`src/design/polygon_vertex_angle_stream_unit_defines.svh`:
```
// Assertion helpers shared by the RTL. Both use clk and rst_n of the enclosing module.
`ifndef POLYGON_VERTEX_ANGLE_STREAM_UNIT_DEFINES_SVH
`define POLYGON_VERTEX_ANGLE_STREAM_UNIT_DEFINES_SVH

// same-cycle implication
`define PVAS_ASSERT_IMP(label, ante, cons, msg) \
  label: assert property (@(posedge clk) disable iff (!rst_n) (ante) |-> (cons)) \
    else $error(msg);

// next-cycle implication
`define PVAS_ASSERT_NXT(label, ante, cons, msg) \
  label: assert property (@(posedge clk) disable iff (!rst_n) (ante) |=> (cons)) \
    else $error(msg);

`endif

```
`src/design/pvas_pkg.sv`:
```
`default_nettype none

package pvas_pkg;

  localparam int IDX_W       = 10;   // vertex_index
  localparam int ANG_W       = 9;    // angle_degrees
  localparam int FRAC_BITS   = 16;   // phi in 2^-16 degree
  localparam int PRESCALE    = 24;   // CORDIC operand prescale
  localparam int TABLE_LEN   = 24;
  localparam int Z_W         = 26;   // signed angle accumulator
  localparam int PHI_W       = 24;   // clamped phi, 0 .. 180 deg
  localparam int DEG_W       = 8;
  localparam int OUT_DEPTH   = 4;    // result buffer entries
  localparam int JOB_SLOTS   = 3;    // angle jobs one vertex can cause
  localparam int OUT_TDATA_W = 24;

  localparam logic signed [Z_W-1:0] PHI_90  = Z_W'(90 << FRAC_BITS);
  localparam logic signed [Z_W-1:0] PHI_180 = Z_W'(180 << FRAC_BITS);
  localparam logic [PHI_W:0]        CEIL_ADD = (PHI_W+1)'((1 << FRAC_BITS) - 1);
  localparam logic [ANG_W-1:0]      ANGLE_FULL = ANG_W'(360);

  localparam logic [DEG_W-1:0] DEG_0   = 8'd0;
  localparam logic [DEG_W-1:0] DEG_45  = 8'd45;
  localparam logic [DEG_W-1:0] DEG_90  = 8'd90;
  localparam logic [DEG_W-1:0] DEG_135 = 8'd135;
  localparam logic [DEG_W-1:0] DEG_180 = 8'd180;

  // travels beside each angle job down the pipeline
  typedef struct packed {
    logic [IDX_W-1:0] index;
    logic             done;
    logic             degen;
    logic             cross_pos;
    logic             special;      // phi known exactly, CORDIC result ignored
    logic [DEG_W-1:0] special_deg;
  } pvas_tag_t;

  typedef struct packed {
    logic [IDX_W-1:0] index;
    logic [ANG_W-1:0] angle;
    logic             degen;
    logic             done;
  } pvas_result_t;

  // atan(2^-i) in 2^-16 degree, rounded to nearest
  function automatic logic signed [Z_W-1:0] atan_entry(input logic [4:0] i);
    case (i)
      5'd0:    return Z_W'(2949120);
      5'd1:    return Z_W'(1740967);
      5'd2:    return Z_W'(919879);
      5'd3:    return Z_W'(466945);
      5'd4:    return Z_W'(234379);
      5'd5:    return Z_W'(117304);
      5'd6:    return Z_W'(58666);
      5'd7:    return Z_W'(29335);
      5'd8:    return Z_W'(14668);
      5'd9:    return Z_W'(7334);
      5'd10:   return Z_W'(3667);
      5'd11:   return Z_W'(1833);
      5'd12:   return Z_W'(917);
      5'd13:   return Z_W'(458);
      5'd14:   return Z_W'(229);
      5'd15:   return Z_W'(115);
      5'd16:   return Z_W'(57);
      5'd17:   return Z_W'(29);
      5'd18:   return Z_W'(14);
      5'd19:   return Z_W'(7);
      5'd20:   return Z_W'(4);
      5'd21:   return Z_W'(2);
      5'd22:   return Z_W'(1);
      default: return '0;
    endcase
  endfunction

endpackage

`default_nettype wire

```
`src/design/pvas_finish.sv`:
```
`default_nettype none

// Clamp phi, pick exact value where known, turn into floored whole degrees.
module pvas_finish (
  input  logic                            clk,
  input  logic                            rst_n,
  input  logic                            in_valid,
  input  logic signed [pvas_pkg::Z_W-1:0] z_i,
  input  pvas_pkg::pvas_tag_t             tag_i,
  output logic                            out_valid,
  output pvas_pkg::pvas_result_t          res_o
);

  localparam int PHI_W = pvas_pkg::PHI_W;
  localparam int FB    = pvas_pkg::FRAC_BITS;

  logic                          valid_r;
  pvas_pkg::pvas_result_t        res_r, res_nxt;
  logic [PHI_W-1:0]              phi;
  logic [PHI_W:0]                ceil_sum;
  logic [pvas_pkg::ANG_W-1:0]    ceil_deg;

  always_comb begin
    if (tag_i.special) begin
      phi = {tag_i.special_deg, {FB{1'b0}}};
    end else if (z_i[pvas_pkg::Z_W-1]) begin
      phi = '0;
    end else if (z_i > pvas_pkg::PHI_180) begin
      phi = pvas_pkg::PHI_180[PHI_W-1:0];
    end else begin
      phi = z_i[PHI_W-1:0];
    end
    ceil_sum = {1'b0, phi} + pvas_pkg::CEIL_ADD;
    ceil_deg = ceil_sum[PHI_W:FB];

    res_nxt.index = tag_i.index;
    res_nxt.degen = tag_i.degen;
    res_nxt.done  = tag_i.done;
    if (tag_i.degen) begin
      res_nxt.angle = '0;
    end else if (tag_i.cross_pos) begin
      res_nxt.angle = pvas_pkg::ANG_W'(phi[PHI_W-1:FB]);
    end else begin
      res_nxt.angle = pvas_pkg::ANGLE_FULL - ceil_deg;
    end
  end

  always_ff @(posedge clk) begin
    if (!rst_n) begin
      valid_r <= 1'b0;
    end else begin
      valid_r <= in_valid;
    end
  end

  always_ff @(posedge clk) begin
    res_r <= res_nxt;
  end

  assign out_valid = valid_r;
  assign res_o     = res_r;

endmodule

`default_nettype wire

```
`config.mk`:
```
export PLATFORM = sky130hd
export DESIGN_NAME = pvas_finish
export DESIGN_NICKNAME = d
export VERILOG_FILES = /design/src/design/polygon_vertex_angle_stream_unit_defines.svh /design/src/design/pvas_pkg.sv /design/src/design/pvas_finish.sv
export SDC_FILE = /design/constraint.sdc
export NUM_CORES = 1
export LEC_CHECK = 0
export ABC_CLOCK_PERIOD_IN_PS = 2200
export BUFFER_PORTS_ARGS = -buffer_cell sky130_fd_sc_hd__buf_2
export CORE_MARGIN = 2
export CORE_UTILIZATION = 24
export DETAILED_ROUTE_END_ITERATION = 8
export GPL_TIMING_DRIVEN = 0
export HOLD_SLACK_MARGIN = 0.05
export PLACE_DENSITY = 0.5
export SLEW_MARGIN = 20
export SYNTH_ARGS = -nofsm -noshare
export SYNTH_HDL_FRONTEND = slang
export SYNTH_SLANG_ARGS = --single-unit
```
`constraint.sdc`:
```
create_clock -name clk -period 2.2 [get_ports clk]
set_clock_uncertainty 0.05 [all_clocks]
set_input_delay 0 -clock clk [delete_from_list [all_inputs] [get_ports clk]]
set_output_delay 0 -clock clk [all_outputs]
set_load 0.01 [all_outputs]
```
**After elaboration in Yosys (flattened, before gate mapping)**

Index checks and enable logic that the tools add are counted.

- Output and inout bits: 22
- Logic and storage cells: 14
- Input bits: 51
- Bits in registers: 22

- Add/sub/neg operators: 2
- $lt $le $gt $ge: 1
- Muxes and demuxes: 4
- Reduce and logical (&&, ||, !) cells: 1

Operators with widths:

| operator | number |
|---|---|
| $mux 24 | 3 |
| $gt 26x25->1 const B | 1 |
| $add 24x16->25 const B | 1 |
| $sub 9x9->9 const A | 1 |
| $mux 8 | 1 |
| $reduce_or 2->1 | 1 |

**Longest topological paths before layout**

- Word-level depth: 7
- Depth in mapped cells: 9
- Gate-level depth less buffers: 9

**Worst setup path before layout**

No wires, ideal clock.

- Path type: input to register
- Start: in z_i[18] (netlist name)
- End: reg res_r, in the netlist res_o[4]
- Data arrival time: 1.931 ns
- Slack: 0.149 ns
- Setup time: 0.070 ns
- Buffers on the path: 0
- Required time: 2.080 ns
- Stages: 8
- Cells stage by stage: or2_2 -> a211o_1 -> or2b_1 -> xor2_1 -> ha_1 -> xor2_1 -> or3_2 -> a21oi_1

- Word-level cells in the longest chain between the ends: 7

RTL lines:

| element | RTL line | text |
|---|---|---|
| start: declaration | pvas_finish.sv:8 | `input logic signed [pvas_pkg::Z_W-1:0] z_i,` |
| $gt 26x25->1 | pvas_finish.sv:28 | `end else if (z_i > pvas_pkg::PHI_180) begin` |
| $mux 24 (*) | pvas_finish.sv:28 |  |
| $mux 24 (*) | pvas_finish.sv:26 | `end else if (z_i[pvas_pkg::Z_W-1]) begin` |
| $mux 24 (*) | pvas_finish.sv:24 | `if (tag_i.special) begin` |
| $add 24x16->25 | pvas_finish.sv:33 | `ceil_sum = {1'b0, phi} + pvas_pkg::CEIL_ADD;` |
| $sub 9x9->9 | pvas_finish.sv:44 | `res_nxt.angle = pvas_pkg::ANGLE_FULL - ceil_deg;` |
| $mux 8 (*) | pvas_finish.sv:41 | `end else if (tag_i.cross_pos) begin` |
| end signal: assignment | pvas_finish.sv:57 | `res_r <= res_nxt;` |
| end: declaration | pvas_finish.sv:18 | `pvas_pkg::pvas_result_t res_r, res_nxt;` |

Mark *: on every way between the ends. The rest lies on a longest branch, timed or not.
A chain may end at the register's enable or synchronous reset.

**Worst setup path in the final report**

- Start: in tag_i[8] (netlist name)
- End: reg res_r, in the netlist res_o[4]

- Word-level cells in the longest chain between the ends: 4

RTL lines:

| element | RTL line | text |
|---|---|---|
| start: declaration | pvas_finish.sv:9 | `input pvas_pkg::pvas_tag_t tag_i,` |
| $mux 24 (*) | pvas_finish.sv:24 |  |
| $add 24x16->25 | pvas_finish.sv:33 |  |
| $sub 9x9->9 | pvas_finish.sv:44 |  |
| $mux 8 (*) | pvas_finish.sv:41 |  |

Marks and branches as above.

==> reports/qor.yml <==
outcome:
  outcome: "completed"
worst_hold_path:
  hold_depth: 4
  hold_start: "tag_i[0]"
  min_path_type: "input pin to register"
  min_to: "res_o[2]"
global_routing:
  grt_max_degree: 12
  grt_pass1_wl_um: 4520
  grt-ovfl-total: 0
  grtUsageTotal_pct: 11.3
  antenna_found_initial: 0
  grt_pass1_vias: 1060
worst_setup_path:
  cp_num_buf_inv: 1
  critPathMaxFanout: 6
  crit_slowest_cell: "or3_2"
  critPathMaxStageDelay_ns: 0.40
  crit_top_cell: "xor2_1"
  path_cells: "buf_2 > or3b_1 > a211o_1 > or2b_1 > xor2_1 > ha_1 > xor2_1 > or3_2 > a21oi_1"
  crit_type: "input pin to register"
  crit_required_ns: 2.34
  worstPathArrival_ns: 2.16
  cpLargestDelayFamily: "simple AND/OR/NAND/NOR gates"
  worst_setup_path_start_kind: "input pin"
  crit_path_end_kind: "register"
floorplanning:
  io_pins: 73
  design.core.area_sq_um: 4260
  rows: 24
  fp.dieH_um: 70.1
  initial_core_util_pct: 24.6
  die_area_sq_um: 4910
  dieWidth_um: 70.1
sta:
  hold_viol: 0
  maxSlewHeadroom_pct: 64.0
  drv_slew: 0
  clock.fmax_mhz: 494
  timing.final.crit_period_ns: 2.02
  min_period_over_period_pct: 92.0
  worstMarginPinSlew_ns: 0.535
  setup_violations: 0
  holdWs_ns: 0.0636
  rsz0062_at_grt: "no"
synthesis:
  synthesis.nets: 157
  synth_async_sr_flop_share_pct: 0
  netlist_top_cells_area: "dfxtp_1 (42%), nor4_2 (4.8%), a21oi_1 (3.3%)"
  synth.area.mux_share_pct: 1.43
  avgSynthCellArea_sq_um: 9.97
  synth_top_family_by_area: "simple AND/OR/NAND/NOR gates"
  synth-compound-area-share_pct: 22.1
  ys_ff_latch: 22
  synthAdderAreaFrac_pct: 1.19
  synth_seq_area_share_pct: 42.1
  yosysWarnings: 0
  synth_edf_count: 0
  syn-cell-area_sq_um: 1050
  yosys.area_share.simple_pct: 28.0
  ys_types: 47
  ys.flop_type: "dfxtp_1"
  yosysTopAreaCell: "dfxtp_1"
  postSynthCellCount: 105
  yosysTopAreaCellShare_pct: 42.1
  synth-xor-area-share_pct: 2.51
power_and_ir_drop:
  vdd_ir_drop_max_uv: 170
  p_per_area_nw_per_um2: 525
  power_leakage_uw: 0.000796
  p_total_uw: 879
final_layout:
  register_area_sq_um: 440
  nets: 250
  fillers: 429
  final_area_sq_um: 1670
  syn2layout_area_growth_pct: 59.9
  antennaDiodeCount: 0
  drive_gt1_share_pct: 50.0
  multi_input_area_sq_um: 578
  layout.cells.non_filler: 248
clocking:
  cts_root_buffer: "clkbuf_8"
  cts-resized-gates: 0
  cts_tree: "built"
  clock-sinks: 22
  htreeDepth: 1
  clk_pin_slew_worst_paths_ns: 0.07
  postCtsSetupBuffers: 0
  cts_buffers: 3
  clockBufferDepth: 2
detailed_routing:
  num_vias: 1149
  ant_nets: 0
  vias_per_cell: 4.63
  drc: 0
  wl_um: 2740
  post_drt_wl_per_cell_um: 11.0
  drt_iter0_markers: 25
  first_pass_iters: 4
placement:
  dp.cells: 229
  io_buffers: 72
  placed_area_sq_um: 1470
  dp_hpwl_um: 2210
  place_congestion: 0.908
flow_run:
  cap_violations: 0
-- cells in the mapped netlist (all sizes together), types with 2 or more instances --
cell and number:
a211oi 2, a21o 4, a21oi 9, a32o 2, and2 3, and3 3
dfxtp 22, nand2 5, nand3 2, nand4b 2, nor2 9, nor3 5
nor4 5, o21ai 5, o31ai 2, or2 2, xor2 2
-- state kept, by name, indices dropped and copies added, names as in the netlist --
| signal | count |
|---|---|
| out_valid | 1 |
| res_o | 21 |
-- worst max-delay path by stage --
stage	cells after the start	slack [ns]	from	end
final	9	0.18	tag_i[8]	res_o[4]
after global routing	10	0.05	z_i[0]	res_o[4]
after CTS	9	0.17	tag_i[8]	res_o[4]
after detailed placement	9	-0.09	tag_i[8]	res_o[4]
after global placement	9	-0.07	tag_i[8]	res_o[4]
after floorplan	8	0.15	z_i[18]	res_o[4]
-- layer usage --
metal / routed length (um) / vias to the layer above / GRT usage [%]
li1: - / 579 / -
met1: 1280 / 480 / 14.5
met2: 1100 / 81 / 17.9
met3: 310 / 9 / 3.17
met4: 49 / 0 / 4.49
met5: 0 / - / 0
-- final cells by class --
type                    count  share of cell area, %
plain buffers               2                   1.49
repair buffers             88                   31.1
inverters                   1                  0.224
flip-flops and latches     22                   26.3
multi-input cells          80                   34.5
clock buffers               3                   2.47
well taps                  52                   3.89
-- worst min-delay path, stage by stage --
cell and delay (ns):
buf_2 0.08, nand2_1 0.08, nand4b_1 0.10, a21oi_1 0.06
-- power breakdown --
| group | internal [uW] | switching [uW] | total (uW) |
|---|---|---|---|
| Sequential | 424 | 4.92 | 429 |
| Clock | 122 | 111 | 233 |
| Combinational | 114 | 104 | 218 |
-- repair_timing --
action,CTS,global route
setup endpoints to repair,0,0
endpoints found under the hold margin,19,0
hold buffers,16,0
-- placed cells by master, fill, tap and decap left out, types with 2 or more instances in the layout --
cell,synthesis,final
buf_2,0,72
xor2_1,2,2
o21ai_0,3,3
or2_2,2,2
a21o_1,3,3
and3_1,2,2
a21oi_2,2,2
nor4_2,4,4
nor2_1,9,9
dfxtp_1,22,22
a21oi_1,7,7
and2_2,2,2
nor3_1,5,5
dlygate4sd3_1,0,16
a32o_1,2,2
nand3_1,2,2
nand4b_1,2,2
clkbuf_8,1,4
nand2_1,5,5
-- stage by stage --
step / setup slack, ns / TNS [ns] / utilization [%]
after CTS: 0.168 / 0 / 39.3
after global placement: -0.0652 / -0.0652 / 34.5
after detailed placement: -0.0946 / -0.0946 / 34.5
after global routing: 0.0523 / 0 / 39.3
after floorplan: 0.149 / 0 / -
final: 0.175 / 0 / 39.3
-- kinds of logic (layout without fill, tap and decap cells) --
| family | after synthesis | in the layout |
|---|---|---|
| simple gates | 44 | 44 |
| fa+ha+maj | 1 | 1 |
| buf+inv | 3 | 94 |
| xor+xnor | 3 | 3 |
| mux | 1 | 1 |
| compound gates | 31 | 31 |
| flops | 22 | 22 |
(Power assumes the default switching activity.)
