<file path="src/design/polygon_vertex_angle_stream_unit_defines.svh">
// Assertion helpers shared by the RTL. Both use clk and rst_n of the enclosing module.
`ifndef POLYGON_VERTEX_ANGLE_STREAM_UNIT_DEFINES_SVH
`define POLYGON_VERTEX_ANGLE_STREAM_UNIT_DEFINES_SVH

// same-cycle implication
`define PVAS_ASSERT_IMP(label, ante, cons, msg) \
  label: assert property (@(posedge clk) disable iff (!rst_n) (ante) |-> (cons)) \
    else $error(msg);

// next-cycle implication
`define PVAS_ASSERT_NXT(label, ante, cons, msg) \
  label: assert property (@(posedge clk) disable iff (!rst_n) (ante) |=> (cons)) \
    else $error(msg);

`endif

</file>
<file path="src/design/pvas_pkg.sv">
`default_nettype none

package pvas_pkg;

  localparam int IDX_W       = 10;   // vertex_index
  localparam int ANG_W       = 9;    // angle_degrees
  localparam int FRAC_BITS   = 16;   // phi in 2^-16 degree
  localparam int PRESCALE    = 24;   // CORDIC operand prescale
  localparam int TABLE_LEN   = 24;
  localparam int Z_W         = 26;   // signed angle accumulator
  localparam int PHI_W       = 24;   // clamped phi, 0 .. 180 deg
  localparam int DEG_W       = 8;
  localparam int OUT_DEPTH   = 4;    // result buffer entries
  localparam int JOB_SLOTS   = 3;    // angle jobs one vertex can cause
  localparam int OUT_TDATA_W = 24;

  localparam logic signed [Z_W-1:0] PHI_90  = Z_W'(90 << FRAC_BITS);
  localparam logic signed [Z_W-1:0] PHI_180 = Z_W'(180 << FRAC_BITS);
  localparam logic [PHI_W:0]        CEIL_ADD = (PHI_W+1)'((1 << FRAC_BITS) - 1);
  localparam logic [ANG_W-1:0]      ANGLE_FULL = ANG_W'(360);

  localparam logic [DEG_W-1:0] DEG_0   = 8'd0;
  localparam logic [DEG_W-1:0] DEG_45  = 8'd45;
  localparam logic [DEG_W-1:0] DEG_90  = 8'd90;
  localparam logic [DEG_W-1:0] DEG_135 = 8'd135;
  localparam logic [DEG_W-1:0] DEG_180 = 8'd180;

  // travels beside each angle job down the pipeline
  typedef struct packed {
    logic [IDX_W-1:0] index;
    logic             done;
    logic             degen;
    logic             cross_pos;
    logic             special;      // phi known exactly, CORDIC result ignored
    logic [DEG_W-1:0] special_deg;
  } pvas_tag_t;

  typedef struct packed {
    logic [IDX_W-1:0] index;
    logic [ANG_W-1:0] angle;
    logic             degen;
    logic             done;
  } pvas_result_t;

  // atan(2^-i) in 2^-16 degree, rounded to nearest
  function automatic logic signed [Z_W-1:0] atan_entry(input logic [4:0] i);
    case (i)
      5'd0:    return Z_W'(2949120);
      5'd1:    return Z_W'(1740967);
      5'd2:    return Z_W'(919879);
      5'd3:    return Z_W'(466945);
      5'd4:    return Z_W'(234379);
      5'd5:    return Z_W'(117304);
      5'd6:    return Z_W'(58666);
      5'd7:    return Z_W'(29335);
      5'd8:    return Z_W'(14668);
      5'd9:    return Z_W'(7334);
      5'd10:   return Z_W'(3667);
      5'd11:   return Z_W'(1833);
      5'd12:   return Z_W'(917);
      5'd13:   return Z_W'(458);
      5'd14:   return Z_W'(229);
      5'd15:   return Z_W'(115);
      5'd16:   return Z_W'(57);
      5'd17:   return Z_W'(29);
      5'd18:   return Z_W'(14);
      5'd19:   return Z_W'(7);
      5'd20:   return Z_W'(4);
      5'd21:   return Z_W'(2);
      5'd22:   return Z_W'(1);
      default: return '0;
    endcase
  endfunction

endpackage

`default_nettype wire

</file>
<file path="src/design/pvas_prep.sv">
`default_nettype none

// Edge vectors, cross and dot, special angles and CORDIC start vector.
// Four register stages.
module pvas_prep #(
  parameter int COORD_BITS = 12,
  parameter int X_W        = 53
) (
  input  logic                                clk,
  input  logic                                rst_n,
  input  logic                                in_valid,
  input  logic [2*COORD_BITS-1:0]             vtx_p,
  input  logic [2*COORD_BITS-1:0]             vtx_c,
  input  logic [2*COORD_BITS-1:0]             vtx_n,
  input  pvas_pkg::pvas_tag_t                 tag_i,
  output logic                                out_valid,
  output logic signed [X_W-1:0]               x_o,
  output logic signed [X_W-1:0]               y_o,
  output logic signed [pvas_pkg::Z_W-1:0]     z_o,
  output pvas_pkg::pvas_tag_t                 tag_o
);

  localparam int D_W   = COORD_BITS + 1;
  localparam int P_W   = 2 * D_W;
  localparam int S_W   = P_W + 1;
  localparam int EXT_W = X_W - S_W - pvas_pkg::PRESCALE;

  // stage A: edge vectors
  logic                  a_valid_r;
  logic signed [D_W-1:0] ax_r, ay_r, bx_r, by_r;
  logic signed [D_W-1:0] ax_nxt, ay_nxt, bx_nxt, by_nxt;
  pvas_pkg::pvas_tag_t   a_tag_r;

  assign ax_nxt = $signed({1'b0, vtx_p[COORD_BITS-1:0]}) - $signed({1'b0, vtx_c[COORD_BITS-1:0]});
  assign ay_nxt = $signed({1'b0, vtx_p[2*COORD_BITS-1:COORD_BITS]})
                - $signed({1'b0, vtx_c[2*COORD_BITS-1:COORD_BITS]});
  assign bx_nxt = $signed({1'b0, vtx_n[COORD_BITS-1:0]}) - $signed({1'b0, vtx_c[COORD_BITS-1:0]});
  assign by_nxt = $signed({1'b0, vtx_n[2*COORD_BITS-1:COORD_BITS]})
                - $signed({1'b0, vtx_c[2*COORD_BITS-1:COORD_BITS]});

  // stage B: products
  logic                  b_valid_r;
  logic signed [P_W-1:0] axby_r, aybx_r, axbx_r, ayby_r;
  logic signed [P_W-1:0] axby_nxt, aybx_nxt, axbx_nxt, ayby_nxt;
  pvas_pkg::pvas_tag_t   b_tag_r, b_tag_nxt;

  always_comb begin
    axby_nxt = P_W'(ax_r) * P_W'(by_r);
    aybx_nxt = P_W'(ay_r) * P_W'(bx_r);
    axbx_nxt = P_W'(ax_r) * P_W'(bx_r);
    ayby_nxt = P_W'(ay_r) * P_W'(by_r);
    b_tag_nxt = a_tag_r;
    b_tag_nxt.degen = ((ax_r == '0) && (ay_r == '0)) || ((bx_r == '0) && (by_r == '0));
  end

  // stage C: cross and dot
  logic                  c_valid_r;
  logic signed [S_W-1:0] cross_r, dot_r, cross_nxt, dot_nxt;
  pvas_pkg::pvas_tag_t   c_tag_r;

  assign cross_nxt = S_W'(axby_r) - S_W'(aybx_r);
  assign dot_nxt   = S_W'(axbx_r) + S_W'(ayby_r);

  // stage D: magnitudes, exact cases, start vector
  logic                               d_valid_r;
  logic signed [X_W-1:0]              x_r, y_r, x_nxt, y_nxt;
  logic signed [pvas_pkg::Z_W-1:0]    z_r, z_nxt;
  pvas_pkg::pvas_tag_t                d_tag_r, d_tag_nxt;
  logic signed [S_W-1:0]              acr, adot, neg_dot;
  logic                               dot_pos;

  always_comb begin
    neg_dot = -dot_r;
    acr     = cross_r[S_W-1] ? -cross_r : cross_r;
    adot    = dot_r[S_W-1] ? neg_dot : dot_r;
    dot_pos = !dot_r[S_W-1] && (dot_r != '0);

    d_tag_nxt             = c_tag_r;
    d_tag_nxt.cross_pos   = !cross_r[S_W-1] && (cross_r != '0);
    d_tag_nxt.special     = 1'b1;
    d_tag_nxt.special_deg = pvas_pkg::DEG_0;
    if (cross_r == '0) begin
      d_tag_nxt.special_deg = dot_pos ? pvas_pkg::DEG_0 : pvas_pkg::DEG_180;
    end else if (dot_r == '0) begin
      d_tag_nxt.special_deg = pvas_pkg::DEG_90;
    end else if (acr == adot) begin
      d_tag_nxt.special_deg = dot_pos ? pvas_pkg::DEG_45 : pvas_pkg::DEG_135;
    end else begin
      d_tag_nxt.special = 1'b0;
    end

    // left half plane is rotated by -90 deg first, with z starting at +90 deg
    if (!dot_r[S_W-1]) begin
      x_nxt = $signed({{EXT_W{1'b0}}, dot_r, {pvas_pkg::PRESCALE{1'b0}}});
      y_nxt = $signed({{EXT_W{1'b0}}, acr, {pvas_pkg::PRESCALE{1'b0}}});
      z_nxt = '0;
    end else begin
      x_nxt = $signed({{EXT_W{1'b0}}, acr, {pvas_pkg::PRESCALE{1'b0}}});
      y_nxt = $signed({{EXT_W{1'b0}}, neg_dot, {pvas_pkg::PRESCALE{1'b0}}});
      z_nxt = pvas_pkg::PHI_90;
    end
  end

  always_ff @(posedge clk) begin
    if (!rst_n) begin
      a_valid_r <= 1'b0;
      b_valid_r <= 1'b0;
      c_valid_r <= 1'b0;
      d_valid_r <= 1'b0;
    end else begin
      a_valid_r <= in_valid;
      b_valid_r <= a_valid_r;
      c_valid_r <= b_valid_r;
      d_valid_r <= c_valid_r;
    end
  end

  always_ff @(posedge clk) begin
    ax_r    <= ax_nxt;
    ay_r    <= ay_nxt;
    bx_r    <= bx_nxt;
    by_r    <= by_nxt;
    a_tag_r <= tag_i;
    axby_r  <= axby_nxt;
    aybx_r  <= aybx_nxt;
    axbx_r  <= axbx_nxt;
    ayby_r  <= ayby_nxt;
    b_tag_r <= b_tag_nxt;
    cross_r <= cross_nxt;
    dot_r   <= dot_nxt;
    c_tag_r <= b_tag_r;
    x_r     <= x_nxt;
    y_r     <= y_nxt;
    z_r     <= z_nxt;
    d_tag_r <= d_tag_nxt;
  end

  assign out_valid = d_valid_r;
  assign x_o       = x_r;
  assign y_o       = y_r;
  assign z_o       = z_r;
  assign tag_o     = d_tag_r;

endmodule

`default_nettype wire

</file>
<file path="config.mk">
export PLATFORM = sky130hd
export DESIGN_NAME = pvas_prep
export DESIGN_NICKNAME = d
export VERILOG_FILES = /design/src/design/polygon_vertex_angle_stream_unit_defines.svh /design/src/design/pvas_pkg.sv /design/src/design/pvas_prep.sv
export SDC_FILE = /design/constraint.sdc
export NUM_CORES = 2
export LEC_CHECK = 0
export ABC_CLOCK_PERIOD_IN_PS = 8460
export BUFFER_PORTS_ARGS = -buffer_cell sky130_fd_sc_hd__buf_2
export CORE_UTILIZATION = 64
export CTS_CLUSTER_SIZE = 24
export DETAILED_ROUTE_END_ITERATION = 6
export GPL_TIMING_DRIVEN = 0
export HOLD_SLACK_MARGIN = 0.02
export PLACE_DENSITY = 0.93
export SYNTH_ARGS = -nofsm -noshare
export SYNTH_HDL_FRONTEND = slang
export SYNTH_SLANG_ARGS = --single-unit
</file>
<file path="constraint.sdc">
create_clock -name clk -period 8.46 [get_ports clk]
set_clock_uncertainty 0.05 [all_clocks]
set_input_delay 1.692 -clock clk [delete_from_list [all_inputs] [get_ports clk]]
set_output_delay 1.692 -clock clk [all_outputs]
set_load 0.05 [all_outputs]
</file>
# Word-level counts from Yosys, hierarchy flattened

Cells that the tools add are included.

Register bits after elaboration: 403
Input bits: 97
Output and inout port bits: 155
Word-level logic and storage cells: 72

Add/sub/neg operators: 8
$mul: 4
Equality and inequality tests: 1
Muxes and demuxes: 11
Reduce and logical (&&, ||, !) cells: 16

Operators with widths:

| cell                | count |
|---|---|
| $mul A13 B13 Y26    | 4 |
| $logic_not A27 Y1   | 2 |
| $mux W27            | 2 |
| $neg A27 Y27        | 2 |
| $reduce_bool A27 Y1 | 2 |
| $logic_not A13 Y1   | 4 |
| $sub A12 B12 Y13    | 4 |
| $mux W51            | 1 |
| $mux W50            | 1 |
| $mux W8             | 5 |
| $add A26 B26 Y27    | 1 |
| $eq A27 B27 Y1      | 1 |
| $sub A26 B26 Y27    | 1 |
| $mux W23            | 1 |
| $logic_and A1 B1 Y1 | 4 |
| $logic_not A1 Y1    | 2 |
| $reduce_or A2 Y1    | 1 |
| $logic_or A1 B1 Y1  | 1 |
| $mux W1             | 1 |

# Logic depth before layout (Yosys ltp)

Depth after elaboration: 6
Depth in mapped cells: 25
Depth with buffers taken out: 23

# Least setup slack after synthesis

Ideal clock, no wire load.

Path kind: reg-to-reg
From: register ay_r[7]
To: register aybx_r[25]
Library setup time: 0.078 ns
Data arrival time: 5.961 ns
Data required time: 8.332 ns
Setup slack: 2.371 ns
Stages on the path, launching flop included: 23
Buffers on the path: 2
Clock period less this slack: 6.089 ns
Cells stage by stage: dfxtp_1 -> clkbuf_1 -> clkbuf_1 -> nand2_1 -> fa_1 -> fa_1 -> inv_1 -> fa_1 -> inv_1 -> fa_1 -> inv_1 -> fa_1 -> ha_1 -> ha_1 -> o21a_1 -> o31a_1 -> o21ai_0 -> a21oi_1 -> o41ai_1 -> o21ai_0 -> a221o_1 -> and4_1 -> nor3_1

Longest elaborated chain between the ends: 1

RTL lines:

| item                   | line             | source |
|---|---|---|
| start, declared        | pvas_prep.sv:30  | `logic signed [D_W-1:0] ax_r, ay_r, bx_r, by_r;` |
| start signal, assigned | pvas_prep.sv:120 | `ay_r <= ay_nxt;` |
| $mul A13 B13 Y26       | pvas_prep.sv:49  | `aybx_nxt = P_W'(ay_r) * P_W'(bx_r);` |
| via aybx_nxt[25]       | pvas_prep.sv:44  | `logic signed [P_W-1:0] axby_nxt, aybx_nxt, axbx_nxt, ayby_nxt;` |
| end signal, assigned   | pvas_prep.sv:125 | `aybx_r <= aybx_nxt;` |
| end, declared          | pvas_prep.sv:43  | `logic signed [P_W-1:0] axby_r, aybx_r, axbx_r, ayby_r;` |

The timed path passes the listed nets, and every way through them passes these cells.
A chain may end at the register's enable or synchronous reset.

# Worst setup path in the final report

From: register bx_r[3]
To: register aybx_r[25]

Longest elaborated chain between the ends: 1

RTL lines:

| item                   | line             | source |
|---|---|---|
| start, declared        | pvas_prep.sv:30  |  |
| start signal, assigned | pvas_prep.sv:121 | `bx_r <= bx_nxt;` |
| $mul A13 B13 Y26       | pvas_prep.sv:49  |  |
| via aybx_nxt[25]       | pvas_prep.sv:44  |  |

The timed path passes the listed nets, and every way through them passes these cells.

==> flow_summary_export.csv <==
group,metric,value,unit
job,max_cap_violations,0,
clock_network,cts_setup_buffers,0,
clock_network,cts_buffer_depth,3,
worst_hold_path,worstHoldStart,"b_tag_r[18]",
global_route,track_usage,0.377,
synthesis,post-synth-top-count-cell,"inv_1",
synthesis,synth-edff-count,0,
placement,io_buffers,166,
synthesis,synthCells,4270,
floorplanning,rows,90,
global_route,grt_pass1_wl,179000,um
timing,slew_violations,0,
routing,antenna_left,0,
floorplanning,die_w,251,um
routing,detail_route.vias_per_cell,5.82,
routing,drc_errors,0,
status,status,"finished, final reports clean",
critical_path,worstPathRequired,8.80,ns
critical_path,cp_cell_sequence,"clkbuf_1 -> nand2_1 -> fa_1 -> fa_1 -> inv_1 -> fa_1 -> inv_1 -> fa_1 -> inv_1 -> fa_1 -> ha_1 -> ha_1 -> o21a_1 -> o31a_1 -> o21ai_0 -> a21oi_1 -> o41ai_1 -> o21ai_0 -> a221o_1 -> and4_1 -> nor3_1",
placement,gp_congestion,1.05,
timing,setup_viol,0,
synthesis,synthArstFlopShare,0,
synthesis,synth_area,39600,um^2
synthesis,synth_cell_types,71,
global_route,grt_pass1_vias,32600,
clock_network,cts_buffers,36,
floorplanning,die_y,251,um
timing,finalCritPeriodShare,0.981,
synthesis,synth_commonest_cells,"inv_1 (767), fa_1 (654), nand2_1 (401)",
floorplanning,die-area,62800,um^2
critical_path,worstSetupStartpointType,"register",
synthesis,synth_seq_cells,326,
critical_path,cp.arrival,8.64,ns
routing,num_vias,31200,
timing,slew_headroom,0.254,
routing,drt_wl_total,116000,um
clock_network,clk_latency,0.58,ns
critical_path,cp_top_family,"adder cells",
floorplanning,core,60700,um^2
critical_path,crit_path_max_incr_delay,0.88,ns
timing,hold_viol,0,
floorplanning,ioPinCount,252,
critical_path,critPathBufInv,4,
critical_path,path_max_fanout,10,
placement,dp_hpwl,92300,um
routing,post_drt_wl_per_cell,21.6,um
timing,max_freq,0.121,GHz
critical_path,crit_path_frequent_cell,"fa_1",
clock_network,cts_tree,"built",
synthesis,netlist.area_leader.share,0.331,
critical_path,critPathLaunch,"bx_r[3]",
routing,drt-pass1-iter-count,7,
clock_network,cts_max_level,2,
synthesis,synth_top_flop_cell,"dfxtp_1",
critical_path,worstSetupEndpointType,"register",
synthesis,synth_seq_area_share,0.165,
clock_network,clock_sinks,326,
timing,rsz0062_at_grt,"false",
clock_network,root_buffer,"clkbuf_16",
global_route,grt_max_degree,16,
final_layout,post_route_cells_drive_above_1_share,0.0753,
timing,fin_setup_tns,0,ns
final_layout,area_growth,8.65,%
critical_path,crit_path_top_delay_cell,"clkbuf_1",
floorplanning,start_util,0.652,
critical_path,reg2reg_from,"bx_r[3]",
routing,drt_iter0_drc,2748,
timing,tightest_slew,1.12,ns
synthesis,yosysWarnings,0,
synthesis,netlist_top_cells_area,"fa_1 (33%), dfxtp_1 (16%), ha_1 (12%)",
timing,min_period,8.30,ns
worst_hold_path,hold_path.class,"reg2reg",
synthesis,avgSynthCellArea,9.26,um^2
synthesis,yosys.area.top_type,"fa_1",
final_layout,fin_nets,5663,
global_route,overflow,0,
global_route,antenna_found_initial,13,
critical_path,path_class,"reg2reg",
clock_network,cts.clk_slew.worst_paths,0.06,ns
state kept, by name (all words and copies together), names as in the netlist:
| name | flops |
|---|---|
| a_tag_r | 11 |
| a_valid_r | 1 |
| ax_r | 13 |
| axbx_r | 26 |
| axby_r | 26 |
| ay_r | 13 |
| aybx_r | 26 |
| ayby_r | 26 |
| b_tag_r | 12 |
| b_valid_r | 1 |
| bx_r | 13 |
| by_r | 13 |
| c_tag_r | 12 |
| c_valid_r | 1 |
| cross_r | 27 |
| dot_r | 27 |
| out_valid | 1 |
| tag_o | 22 |
| x_o | 27 |
| y_o | 27 |
| z_o | 1 |
metal layers:
| layer | track usage | up-vias | wire (um) |
|---|---|---|---|
| met3 | 0.0965 | 561 | 13300 |
| met1 | 0.438 | 15000 | 39500 |
| met5 | 0 | - | 74 |
| met2 | 0.607 | 1976 | 52700 |
| met4 | 0.272 | 12 | 10000 |
| li1 | - | 13600 | - |
worst register-to-register path, stage by stage, from the launching register on:
cell,delay [ns]
dfxtp_1,0.73
clkbuf_1,0.89
nand2_1,0.17
fa_1,0.48
fa_1,0.49
inv_1,0.05
fa_1,0.50
inv_1,0.06
fa_1,0.52
inv_1,0.05
fa_1,0.43
ha_1,0.28
ha_1,0.34
o21a_1,0.21
o31a_1,0.15
o21ai_0,0.31
a21oi_1,0.17
o41ai_1,0.56
o21ai_0,0.34
a221o_1,0.41
and4_1,0.22
nor3_1,0.68
what timing repair did:
action                     CTS  global route
hold buffers                 0             0
setup endpoints to repair    0             1
gates resized for setup      0            11
cells by family (layout without fill, tap and decap cells):
group	after synthesis	after routing	share of synthesized area
buf+inv	1020	1246	0.104
simple gates	1167	1167	0.146
flops	326	326	0.165
other cells	1	79	0.0000948
fa+ha+maj	1024	1024	0.448
compound gates	469	469	0.0778
xor+xnor	258	258	0.0577
mux	5	5	0.00127
cell usage in the layout (no fill, tap or decap), types with 13 or more instances in the layout:
cell,netlist,routed
nor2b_1,27,27
nor4_1,24,24
o41ai_1,14,14
and2_1,310,310
nor2_1,206,206
a21oi_1,129,129
buf_4,77,77
ha_1,370,370
nand2b_1,34,34
dfxtp_1,326,325
o21a_1,31,31
nand2_1,401,401
inv_1,767,767
a21boi_0,16,16
a21o_1,40,40
a31oi_1,13,13
clkbuf_1,162,155
xnor2_1,184,184
or3_1,26,26
fa_1,654,654
o21bai_1,18,18
buf_2,8,174
xor2_1,72,72
clkbuf_16,0,36
nand3_1,31,31
nor3_1,50,50
o21ai_0,112,112
conb_1,1,74
o31ai_1,21,21
cell type report:
| cell class | count | area [um^2] |
|---|---|---|
| Timing Repair Buffer | 166 | 831 |
| Inverter | 768 | 2880 |
| Clock inverter | 22 | 362 |
| Clock buffer | 43 | 967 |
| Multi-Input combinational cell | 2997 | 29200 |
| Buffer | 247 | 1240 |
| Sequential cell | 326 | 6530 |
| Fill cell | 4448 | 17700 |
| Antenna cell | 5 | 12.5 |
| Tap cell | 782 | 978 |
path summary, 6_finish.rpt:
kind,endpoint,slack (ns),cells past startpoint
min,c_tag_r[18],0.27,0
min reg2reg,c_tag_r[18],0.27,0
max reg2reg,aybx_r[25],0.16,21
max,aybx_r[25],0.16,21
stage by stage:
| stage | utilization | setup slack (ns) | std cells | hold WS, ns | instance area, um^2 |
|---|---|---|---|---|---|
| floorplan | - | 2.37 | 4343 | 0.260 | 39800 |
| global placement | 0.686 | 0.521 | 5291 | 0.261 | 41600 |
| detailed placement | 0.686 | 0.178 | 5291 | 0.262 | 41600 |
| CTS | 0.708 | 0.163 | 5356 | 0.276 | 43000 |
| global route | 0.708 | 0.0677 | 5351 | 0.284 | 43000 |
| finish | 0.708 | 0.163 | 5356 | 0.274 | 43000 |
Power is left out: the tool's default activity adds up to more than one toggle a clock period on the data nets, which glitch-free logic cannot reach.
