===== src/design/polygon_vertex_angle_stream_unit_defines.svh =====
// Assertion helpers shared by the RTL. Both use clk and rst_n of the enclosing module.
`ifndef POLYGON_VERTEX_ANGLE_STREAM_UNIT_DEFINES_SVH
`define POLYGON_VERTEX_ANGLE_STREAM_UNIT_DEFINES_SVH

// same-cycle implication
`define PVAS_ASSERT_IMP(label, ante, cons, msg) \
  label: assert property (@(posedge clk) disable iff (!rst_n) (ante) |-> (cons)) \
    else $error(msg);

// next-cycle implication
`define PVAS_ASSERT_NXT(label, ante, cons, msg) \
  label: assert property (@(posedge clk) disable iff (!rst_n) (ante) |=> (cons)) \
    else $error(msg);

`endif


===== src/design/pvas_pkg.sv =====
`default_nettype none

package pvas_pkg;

  localparam int IDX_W       = 10;   // vertex_index
  localparam int ANG_W       = 9;    // angle_degrees
  localparam int FRAC_BITS   = 16;   // phi in 2^-16 degree
  localparam int PRESCALE    = 24;   // CORDIC operand prescale
  localparam int TABLE_LEN   = 24;
  localparam int Z_W         = 26;   // signed angle accumulator
  localparam int PHI_W       = 24;   // clamped phi, 0 .. 180 deg
  localparam int DEG_W       = 8;
  localparam int OUT_DEPTH   = 4;    // result buffer entries
  localparam int JOB_SLOTS   = 3;    // angle jobs one vertex can cause
  localparam int OUT_TDATA_W = 24;

  localparam logic signed [Z_W-1:0] PHI_90  = Z_W'(90 << FRAC_BITS);
  localparam logic signed [Z_W-1:0] PHI_180 = Z_W'(180 << FRAC_BITS);
  localparam logic [PHI_W:0]        CEIL_ADD = (PHI_W+1)'((1 << FRAC_BITS) - 1);
  localparam logic [ANG_W-1:0]      ANGLE_FULL = ANG_W'(360);

  localparam logic [DEG_W-1:0] DEG_0   = 8'd0;
  localparam logic [DEG_W-1:0] DEG_45  = 8'd45;
  localparam logic [DEG_W-1:0] DEG_90  = 8'd90;
  localparam logic [DEG_W-1:0] DEG_135 = 8'd135;
  localparam logic [DEG_W-1:0] DEG_180 = 8'd180;

  // travels beside each angle job down the pipeline
  typedef struct packed {
    logic [IDX_W-1:0] index;
    logic             done;
    logic             degen;
    logic             cross_pos;
    logic             special;      // phi known exactly, CORDIC result ignored
    logic [DEG_W-1:0] special_deg;
  } pvas_tag_t;

  typedef struct packed {
    logic [IDX_W-1:0] index;
    logic [ANG_W-1:0] angle;
    logic             degen;
    logic             done;
  } pvas_result_t;

  // atan(2^-i) in 2^-16 degree, rounded to nearest
  function automatic logic signed [Z_W-1:0] atan_entry(input logic [4:0] i);
    case (i)
      5'd0:    return Z_W'(2949120);
      5'd1:    return Z_W'(1740967);
      5'd2:    return Z_W'(919879);
      5'd3:    return Z_W'(466945);
      5'd4:    return Z_W'(234379);
      5'd5:    return Z_W'(117304);
      5'd6:    return Z_W'(58666);
      5'd7:    return Z_W'(29335);
      5'd8:    return Z_W'(14668);
      5'd9:    return Z_W'(7334);
      5'd10:   return Z_W'(3667);
      5'd11:   return Z_W'(1833);
      5'd12:   return Z_W'(917);
      5'd13:   return Z_W'(458);
      5'd14:   return Z_W'(229);
      5'd15:   return Z_W'(115);
      5'd16:   return Z_W'(57);
      5'd17:   return Z_W'(29);
      5'd18:   return Z_W'(14);
      5'd19:   return Z_W'(7);
      5'd20:   return Z_W'(4);
      5'd21:   return Z_W'(2);
      5'd22:   return Z_W'(1);
      default: return '0;
    endcase
  endfunction

endpackage

`default_nettype wire


===== src/design/pvas_cell.sv =====
`default_nettype none

// One vectoring CORDIC iteration with a fixed shift of STAGE.
module pvas_cell #(
  parameter int X_W   = 53,
  parameter int STAGE = 0
) (
  input  logic                            clk,
  input  logic                            rst_n,
  input  logic                            in_valid,
  input  logic signed [X_W-1:0]           x_i,
  input  logic signed [X_W-1:0]           y_i,
  input  logic signed [pvas_pkg::Z_W-1:0] z_i,
  input  pvas_pkg::pvas_tag_t             tag_i,
  output logic                            out_valid,
  output logic signed [X_W-1:0]           x_o,
  output logic signed [X_W-1:0]           y_o,
  output logic signed [pvas_pkg::Z_W-1:0] z_o,
  output pvas_pkg::pvas_tag_t             tag_o
);

  localparam logic signed [pvas_pkg::Z_W-1:0] ATAN_Z = pvas_pkg::atan_entry(5'(STAGE));

  logic                            valid_r;
  logic signed [X_W-1:0]           x_r, y_r, x_nxt, y_nxt, dx, dy;
  logic signed [pvas_pkg::Z_W-1:0] z_r, z_nxt;
  pvas_pkg::pvas_tag_t             tag_r;

  always_comb begin
    dx = y_i >>> STAGE;   // arithmetic shift floors
    dy = x_i >>> STAGE;
    if (!y_i[X_W-1]) begin
      x_nxt = x_i + dx;
      y_nxt = y_i - dy;
      z_nxt = z_i + ATAN_Z;
    end else begin
      x_nxt = x_i - dx;
      y_nxt = y_i + dy;
      z_nxt = z_i - ATAN_Z;
    end
  end

  always_ff @(posedge clk) begin
    if (!rst_n) begin
      valid_r <= 1'b0;
    end else begin
      valid_r <= in_valid;
    end
  end

  always_ff @(posedge clk) begin
    x_r   <= x_nxt;
    y_r   <= y_nxt;
    z_r   <= z_nxt;
    tag_r <= tag_i;
  end

  assign out_valid = valid_r;
  assign x_o       = x_r;
  assign y_o       = y_r;
  assign z_o       = z_r;
  assign tag_o     = tag_r;

endmodule

`default_nettype wire


===== config.mk =====
export PLATFORM = sky130hd
export DESIGN_NAME = pvas_cell
export DESIGN_NICKNAME = d
export VERILOG_FILES = /design/src/design/polygon_vertex_angle_stream_unit_defines.svh /design/src/design/pvas_pkg.sv /design/src/design/pvas_cell.sv
export SDC_FILE = /design/constraint.sdc
export NUM_CORES = 1
export LEC_CHECK = 0
export ABC_CLOCK_PERIOD_IN_PS = 2870
export BUFFER_PORTS_ARGS = -buffer_cell sky130_fd_sc_hd__buf_2
export CELL_PAD_IN_SITES_DETAIL_PLACEMENT = 0
export CELL_PAD_IN_SITES_GLOBAL_PLACEMENT = 2
export CORE_MARGIN = 10
export CORE_UTILIZATION = 28
export CTS_CLUSTER_DIAMETER = 100
export DETAILED_ROUTE_END_ITERATION = 10
export PLACE_DENSITY_LB_ADDON = 0.1
export SLEW_MARGIN = 40
export SYNTH_ARGS = -nofsm -noshare
export SYNTH_HDL_FRONTEND = slang
export SYNTH_SLANG_ARGS = --single-unit

===== constraint.sdc =====
create_clock -name clk -period 2.87 [get_ports clk]
set_clock_uncertainty 0.05 [all_clocks]
set_input_delay 0.574 -clock clk [delete_from_list [all_inputs] [get_ports clk]]
set_output_delay 0.574 -clock clk [all_outputs]
set_load 0.01 [all_outputs]

=== After elaboration in Yosys (flattened, before gate mapping) ===
Cells that the tools add are included.

* Register bits: 155
* Input bits: 157
* Logic and storage cells: 18
* Output and inout port bits: 155

* Mux-type cells: 3
* Add/sub/neg operators: 5

{| class="wikitable"
|+ Operators with widths
! cell !! number
|-
| $mux 53 || 2
|-
| $sub 53x53->53 || 2
|-
| $add 53x53->53 || 1
|-
| $add 26x23->26 const B || 1
|-
| $mux 26 || 1
|-
| $sub 26x23->26 const B || 1
|}

=== Logic depth before layout (Yosys ltp) ===
Gate-level depths: netlist of run 1.

* Depth in word-level cells: 2
* Depth in mapped cells: 13

=== Least setup slack after synthesis of run 1 ===
No wires, ideal clock.

* Kind: input to register
* From: input port y_i[0]
* To: register y_r[48], in the netlist y_o[48]
* Arrival: 2.920 ns
* Buffers on the path: 0
* Stages on the path: 13
* Path slack: -0.229 ns
* Data required time: 2.691 ns
* Cell sequence: inv_1 > ha_1 > fa_1 > nor2b_1 > o2111a_1 > nor2_1 > o311ai_1 > o31ai_2 > o41ai_2 > a211o_1 > a2111oi_0 > o21bai_1 > xnor2_1

* Word-level cells in the longest chain between the ends: 2
* Elaborated cells on any way between the ends: 3
* Those cells by class: 2 x add/sub; 1 x mux

{| class="wikitable"
|+ RTL lines
! item !! RTL line !! source
|-
| start, declared || pvas_cell.sv:12 || <nowiki>input logic signed [X_W-1:0] y_i,</nowiki>
|-
| $sub 53x53->53 or $add 53x53->53 (tied branches) || pvas_cell.sv:34, pvas_cell.sv:38 ||
|-
| $mux 53 (*) || pvas_cell.sv:32 || <nowiki>if (!y_i[X_W-1]) begin</nowiki>
|-
| named net y_nxt[48] || pvas_cell.sv:25 || <nowiki>logic signed [X_W-1:0] x_r, y_r, x_nxt, y_nxt, dx, dy;</nowiki>
|-
| end signal, assigned || pvas_cell.sv:53 || <nowiki>y_r <= y_nxt;</nowiki>
|-
| end, declared || pvas_cell.sv:25 ||
|}

The timed path passes the listed nets; every way through them passes the cells marked *.
A chain may end at the register's enable or synchronous reset.

=== Worst setup path after layout of run 1 ===
Ends and elaborated chain as after synthesis.

==> results by group, run 1 <==
GRT
  – Wire length of the first global-routing pass: 98400 µm
  – Number of antenna violations at the first check in global routing: 5
  – Aggregate global routing overflow: 0
  – Number of global-route vias before repair: 16500
  – Maximum number of pins on one net before global-route repair: 137
  – Total Routing Usage GR: 22.5%

Clock tree
  – H-tree lvl count: 4
  – Clock input transition at the sequential cells of the worst setup and hold paths: 0.07 ns
  – Hold-fix buffers, CTS: 0
  – TritonCTS sink count: 154
  – Max clock buf depth: 2
  – Cell at the root of the clock tree: sky130_fd_sc_hd__clkbuf_16
  – Inserted Clock Buffers: 17
  – TritonCTS clock tree: done

Route
  – Final routed DRC violation total: 0
  – Aggregate routed wire length: 65400 µm
  – Routed via count divided by cell count: 4.89
  – Wire length per cell after detailed routing: 20.4 µm
  – Via total after detailed routing: 15700
  – Post-route ant nets: 0
  – Initial DRC Count: 770
  – Drt first pass iters: 5

Run status
  – Violations in the final reports: setup timing
  – Outcome: complete, but fails checks

Timing
  – Final Hold Vio Count: 0
  – Accumulated negative setup slack: -1.98 ns
  – Max Fclk: 319 MHz
  – Worst Setup Slack, final: -0.262 ns
  – Portion of the clock cycle consumed by the worst path in the final layout: 109%
  – Final period demand of the worst path: 3.13 ns
  – Worst hold slack after final layout: 0.129 ns
  – RSZ-0062 raised after global routing: true
  – Max Slew Vio Count: 0
  – Count of endpoints failing setup in the final report: 23
  – Worst slew margin: 37.5%
  – Actual slew at the worst max-slew pin: 0.938 ns

Layout
  – Layout overhead on the synthesized area: 67.9%
  – Share of post-route cells with drive strength above 1: 46.4%
  – Number of standard cells in the final layout excluding fillers: 3209
  – Final instance area: 0.0222 mm²
  – Final layout net count: 2914
  – Diodes inserted: 0

Setup path
  – Critical path capture point type: flip-flop
  – Critical path cell sequence: buf_8, inv_4, ha_4, fa_2, nor2b_4, o2111a_2, buf_6, nor2_4, o311ai_2, buf_4, o31ai_4, o41ai_4, buf_4, a211o_4, a2111oi_4, o21bai_4, xnor2_1
  – Family of cells with the greatest summed delay on the critical path: compound AO/OA/AOI/OAI gates
  – Setup Crit Path Kind: in2reg
  – Kind of start point of the critical path: input pin
  – CP max-delay cell: sky130_fd_sc_hd__o31ai_4
  – Critical Path AT: 3.51 ns
  – Required arrival time at the worst endpoint: 3.25 ns
  – Crit Path Max Fanout: 3
  – Delay of the slowest cell on the worst path: 0.36 ns
  – Total buffers and inverters traversed by the critical path: 5
  – Cell type with the highest occurrence count on the critical path: sky130_fd_sc_hd__buf_4

Floorplanning
  – Die height: 237 µm
  – Horizontal die dimension: 237 µm
  – Core ar.: 0.0466 mm²
  – I/O pin count: 312
  – Starting Density: 28.4%
  – Floorplan die area: 0.0563 mm²
  – Count of standard-cell rows: 79

Synth
  – Post-synthesis instance area: 0.0132 mm²
  – FFs w/ async S/R, synth: 0%
  – Flops & latches, synth: 154
  – Post-synthesis cell count: 1693
  – Number of synthesized flops with an enable pin: 0
  – Net Count, Synth: 2018
  – Netlist cell types: 91
  – Most used flip-flop cell after synthesis: sky130_fd_sc_hd__dfxtp_1
  – Avg Synthesized Cell Area: 7.80 µm²
  – Synthesis Warnings: 0
  – Fraction of the yosys area taken by sequential cells: 23.3%

Placed design
  – Total cell area at the placement stage: 0.0200 mm²
  – Buffers added on ports: 311
  – DPL Wire Length: 54300 µm
  – Cell total after placement: 3144
  – Placer's final routability congestion estimate: 0.914

Worst hold path
  – Worst min-delay path category: in2reg

Power and ir drop
  – Leakage power figure: 10.6 nW
  – Worst-case vdd ir drop: 588 µV
  – Power density over cell area: 454 mW/mm²
  – Overall power: 10.1 mW

Run
  – # Max-Cap Violations: 0
## what timing repair did
action | CTS | global route
cloned | 0 | 0
endpoints found under the setup margin | 54 | 52
resized for setup | 115 | 159
pin swaps | 50 | 80
setup buffers | 20 | 25
## layer usage
layer  GRT usage (%)  vias to the layer above  part of all wire, %
li1                -                     7759                    -
met1            28.3                     7407                   45
met2            37.6                      440                   47
met3            5.18                       86                  5.6
met4            7.06                       10                  2.4
met5               0                        -                0.093
## per-stage QoR
step	setup slack [ns]	util (%)
2_1_floorplan	-0.146	-
3_3_place_gp	-1.16	43.0
3_5_place_dp	-1.17	43.0
5_1_grt	-0.317	47.6
4_1_cts	-0.157	45.7
6_report	-0.262	47.6
## final timing paths
path / start / endpoint / slack, ns / cells past startpoint
max: y_i[0] / y_o[48] / -0.26 / 17
min: tag_i[18] / tag_o[18] / 0.13 / 1
## state kept, by name (all words and copies together) (netlist names)
name,flops
tag_o,22
z_o,26
out_valid,1
y_o,52
x_o,53
## Yosys cell counts, drive strengths merged (5+ instances only)
library cell / n / area, µm²
o211ai: 15 / 118
mux2i: 29 / 290
o31ai: 21 / 205
or2: 7 / 43.8
xor2: 11 / 96.3
nor3: 29 / 155
and2: 9 / 56.3
nand3: 30 / 150
dfxtp: 154 / 3080
clkinv: 8 / 30.0
nand4: 28 / 175
nor2: 128 / 483
a21o: 27 / 203
o41ai: 5 / 66.3
ha: 164 / 2050
buf: 38 / 199
o21ai: 117 / 593
a2111oi: 6 / 77.6
o21a: 14 / 105
nor2b: 22 / 138
a31oi: 11 / 83.8
nor4: 24 / 171
a21oi: 250 / 1260
inv: 164 / 616
o2111ai: 5 / 43.8
xnor2: 98 / 858
clkbuf: 34 / 128
nand2: 89 / 334
a211oi: 16 / 143
a221oi: 8 / 87.6
a211o: 6 / 52.6
nand2b: 9 / 56.3
o21bai: 48 / 360
## layout make-up
| type | count | area [µm²] |
|---|---|---|
| inverters | 172 | 669 |
| fillers | 4764 | 24400 |
| flip-flops and latches | 154 | 3080 |
| repair buffers | 949 | 6580 |
| clock inverters | 15 | 175 |
| clock buffers | 17 | 425 |
| well taps | 607 | 759 |
| multi-input cells | 1295 | 10500 |
## cells in the final DEF (no fill, tap or decap), drive strengths merged, types with 5 or more instances in the layout
cell type,count
o211ai,15
o21ai,117
nor2b,22
nor2,128
a21o,27
a31oi,11
inv,173
nand2,89
o2111ai,5
a211oi,16
xnor2,98
mux2i,29
a2111oi,6
clkinv,10
nor3,29
ha,164
buf,949
o31ai,21
nor4,24
xor2,11
nand3,30
nand4,28
clkbuf,17
or2,7
o41ai,5
o21bai,48
a21oi,250
dfxtp,154
a221oi,8
nand2b,9
o21a,14
a211o,6
and2,9
## cell families after synthesis
group | after synthesis | share of synthesized area, %
AOI/OAI and AO/OA | 596 | 29.3
and+or+nand+nor | 393 | 14.4
buffers and inverters | 244 | 7.36
adders and majority gates | 168 | 16.1
DFF | 154 | 23.3
xor gates and xnor gates | 109 | 7.23
muxes | 29 | 2.20
## where the power goes
group,switching [mW],internal (mW),total [mW]
sequential,0.149,2.56,2.71
combinational,2.61,2.29,4.90
clock,1.22,1.24,2.46
total,3.98,6.09,10.1
Note: power is estimated with default switching activity, not from simulation.
==> run 2, diff against run 1 <==
--- a/config.mk
+++ b/config.mk
@@ -5,12 +5,12 @@
 export SDC_FILE = /design/constraint.sdc
 export NUM_CORES = 1
 export LEC_CHECK = 0
-export ABC_CLOCK_PERIOD_IN_PS = 2870
+export ABC_CLOCK_PERIOD_IN_PS = 3090
 export BUFFER_PORTS_ARGS = -buffer_cell sky130_fd_sc_hd__buf_2
 export CELL_PAD_IN_SITES_DETAIL_PLACEMENT = 0
 export CELL_PAD_IN_SITES_GLOBAL_PLACEMENT = 2
-export CORE_MARGIN = 10
-export CORE_UTILIZATION = 28
+export CORE_MARGIN = 8
+export CORE_UTILIZATION = 31
 export CTS_CLUSTER_DIAMETER = 100
 export DETAILED_ROUTE_END_ITERATION = 10
 export PLACE_DENSITY_LB_ADDON = 0.1
==> constraint.sdc (replaced) <==
create_clock -name clk -period 3.09 [get_ports clk]
set_clock_uncertainty 0.05 [all_clocks]
set_input_delay 0.618 -clock clk [delete_from_list [all_inputs] [get_ports clk]]
set_output_delay 0.618 -clock clk [all_outputs]
set_load 0.01 [all_outputs]
==> results by group, run 2 (synthesis results as in run 1) <==
Floorplanning
  – Floorplan die area: 0.0495 mm² (-12%)
  – Core ar.: 0.0420 mm² (-9.7%)
  – Die height: 222 µm (-6.2%)
  – Starting Density: 31.4% (+3.0 points)
  – Horizontal die dimension: 222 µm (-6.2%)
  – Count of standard-cell rows: 75 (-5.1%)
  – I/O pin count: 312 (unchanged)

Clock tree
  – TritonCTS clock tree: done
  – H-tree lvl count: 4 (unchanged)
  – Max clock buf depth: 2 (unchanged)
  – Inserted Clock Buffers: 17 (unchanged)
  – Cell at the root of the clock tree: sky130_fd_sc_hd__clkbuf_16
  – Hold-fix buffers, CTS: 0 (unchanged)
  – TritonCTS sink count: 154 (unchanged)
  – Clock input transition at the sequential cells of the worst setup and hold paths: 0.07 ns (about the same)

Power and ir drop
  – Worst-case vdd ir drop: 307 µV (-48%)
  – Switching share of power: 38.6% (-0.84 points)
  – NetSw: 3.40 mW (-14%)
  – Part of the total power dissipated in the clock network: 23.8% (-0.6 points)
  – Leakage power figure: 10.0 nW (-5.8%)
  – Part of the power in combinational logic: 47.6% (-1.1 points)
  – Power density over cell area: 430 mW/mm² (-5.3%)
  – Design internal power: 5.41 mW (-11%)
  – Flop pwr share: 28.6% (+1.7 points)

Route
  – Aggregate routed wire length: 60800 µm (-7.0%)
  – Routed via count divided by cell count: 5.10 (+4.2%)
  – Wire length per cell after detailed routing: 20.0 µm (-2.1%)
  – Drt first pass iters: 5 (unchanged)
  – Via total after detailed routing: 15500 (-1.1%)
  – Initial DRC Count: 1208 (+57%)
  – Final routed DRC violation total: 0 (unchanged)
  – Post-route ant nets: 0 (unchanged)

Layout
  – Diodes inserted: 0 (unchanged)
  – Final layout net count: 2821 (-3.2%)
  – Flip-flop count of the largest register after layout: 53 (unchanged)
  – Commonest non-fill, non-tap cells in the layout: sky130_fd_sc_hd__buf_4, sky130_fd_sc_hd__buf_2, sky130_fd_sc_hd__a21oi_1
  – Leading cell type in the layout, fill and taps excluded: sky130_fd_sc_hd__buf_4
  – Share of post-route cells with drive strength above 1: 40.3% (-6.1 points)
  – Number of fill cells in the layout: 4250 (-11%)
  – Layout overhead on the synthesized area: 55.2%
  – Number of standard cells in the final layout excluding fillers: 3048 (-5.0%)

Timing
  – Max Slew Vio Count: 0 (unchanged)
  – Actual slew at the worst max-slew pin: 0.849 ns (-0.0885 ns)
  – Worst Setup Slack, final: -0.0138 ns (+0.248 ns)
  – RSZ-0062 raised after global routing: true
  – Count of endpoints failing setup in the final report: 5 (-78%)
  – Worst hold slack after final layout: 0.176 ns (+0.0476 ns)
  – Final period demand of the worst path: 3.10 ns
  – Portion of the clock cycle consumed by the worst path in the final layout: 100%
  – Final Hold Vio Count: 0 (unchanged)
  – Max Fclk: 322 MHz
  – Worst slew margin: 42.8% (+5.4 points)
  – Accumulated negative setup slack: -0.0403 ns (+1.94 ns)

GRT
  – Maximum number of pins on one net before global-route repair: 137 (unchanged)
  – Number of global-route vias before repair: 15800 (-4.2%)
  – Total Routing Usage GR: 23.8% (+1.2 points)
  – Number of antenna violations at the first check in global routing: 2 (-3)
  – Aggregate global routing overflow: 0 (unchanged)
  – Wire length of the first global-routing pass: 92200 µm (-6.3%)

Placed design
  – Cell total after placement: 2993 (-4.8%)
  – DPL Wire Length: 50400 µm (-7.3%)
  – Buffers added on ports: 311 (unchanged)
  – Placer's final routability congestion estimate: 0.889 (-2.7%)

Setup path
  – Cell type with the highest occurrence count on the critical path: sky130_fd_sc_hd__a21oi_2
  – Critical path capture point type: flip-flop
  – CP max-delay cell: sky130_fd_sc_hd__a2111oi_4
  – Critical path cell sequence: buf_2, ha_4, buf_6, nor4_4, buf_4, nand3_2, a21oi_2, a211oi_4, a2111oi_4, o21a_1, o31ai_4, buf_12, o41ai_4, a21oi_2, xnor2_1
  – Kind of start point of the critical path: input pin
  – Crit Path Max Fanout: 6 (+3)
  – Critical Path AT: 3.44 ns (-0.07 ns)
  – Delay of the slowest cell on the worst path: 0.41 ns (+0.05 ns)
  – Required arrival time at the worst endpoint: 3.43 ns (+0.18 ns)
  – Setup Crit Path Kind: in2reg

Worst hold path
  – Terminating pin of the worst hold path: z_o[15]
  – Worst min-delay path category: in2reg
  – Startpoint of the most critical hold path: z_i[15]
  – Worst hold path stage count: 1 (unchanged)

Run status
  – Outcome: complete, but fails checks
  – Violations in the final reports: setup timing

Run
  – # Max-Cap Violations: 0 (unchanged)
[run 2: cell types whose count changed in the layout (fill, tap and decap cells not counted), sizes merged]
cell      previous run  this run
clkinvlp             3         2
buf                949       856
clkbuf              17        20
inv                173       172
bufinv               1         0
[run 2: stage by stage]
stage / setup WS (ns) / instance area [µm²] / power, mW / util (%)
2_1_floorplan: -0.0214 / 13200 / 4.39 / -
3_3_place_gp: -0.839 / 19100 / 6.51 / 45.3
3_5_place_dp: -0.878 / 19100 / 6.50 / 45.3
4_1_cts: -0.0291 / 19900 / 8.76 / 47.5
5_1_grt: -0.0780 / 20500 / 9.31 / 48.8
6_report: -0.0138 / 20500 / 8.81 / 48.8
[run 2: area by class of cell]
| cell class | count | area [µm²] | share of cell area, % |
|---|---|---|---|
| Clock buffer | 20 | 467 | 2.28 |
| Clock inverter | 12 | 101 | 0.495 |
| Multi-Input combinational cell | 1295 | 9770 | 47.7 |
| Timing Repair Buffer | 856 | 5750 | 28.1 |
| Tap cell | 539 | 674 | 3.29 |
| Sequential cell | 154 | 3080 | 15.0 |
| Inverter | 172 | 651 | 3.17 |
[run 2: how the worst max path moves through the flow]
| stage | startpoint | to | slack, ns | cells past startpoint |
|---|---|---|---|---|
| final | y_i[7] | y_o[49] | -0.01 | 15 |
| after global routing | y_i[0] | x_o[48] | -0.08 | 16 |
| after CTS | x_i[8] | y_o[49] | -0.03 | 16 |
| after detailed placement | x_i[9] | y_o[49] | -0.88 | 15 |
| after global placement | x_i[8] | y_o[47] | -0.84 | 17 |
| after floorplan | x_i[2] | y_o[48] | -0.02 | 13 |
[run 2: critical path, delay by kind of cell]
family	cells	cell delay [ns]
buffers and inverters	4	0.58
XOR/XNOR	1	0.15
AO/OA/AOI/OAI	7	1.45
AND/OR/NAND/NOR	2	0.34
adder cells (fa/ha/maj)	1	0.27
[run 2: metal layers]
layer,GRT usage (%),vias to the layer above,routed length (µm)
met1,31.4,7398,28500
met3,5.12,67,3430
li1,-,7566,-
met4,6.20,4,1130
met5,0,-,23
met2,38.8,502,27700
[run 2: repair_timing]
| action | CTS | global route |
|---|---|---|
| setup endpoints to repair | 34 | 28 |
| gates resized for setup | 59 | 84 |
| hold endpoints to repair | 0 | 0 |
| setup buffers | 7 | 20 |
| pin swaps | 20 | 54 |
[run 2: power groups by stage]
stage,clock [mW],combinational (mW),sequential (mW)
finish,2.10,4.19,2.52
global route,2.25,4.51,2.55
CTS,2.18,4.06,2.52
detailed placement,0,3.95,2.56
global placement,0,3.95,2.56
floorplan,0,1.67,2.73
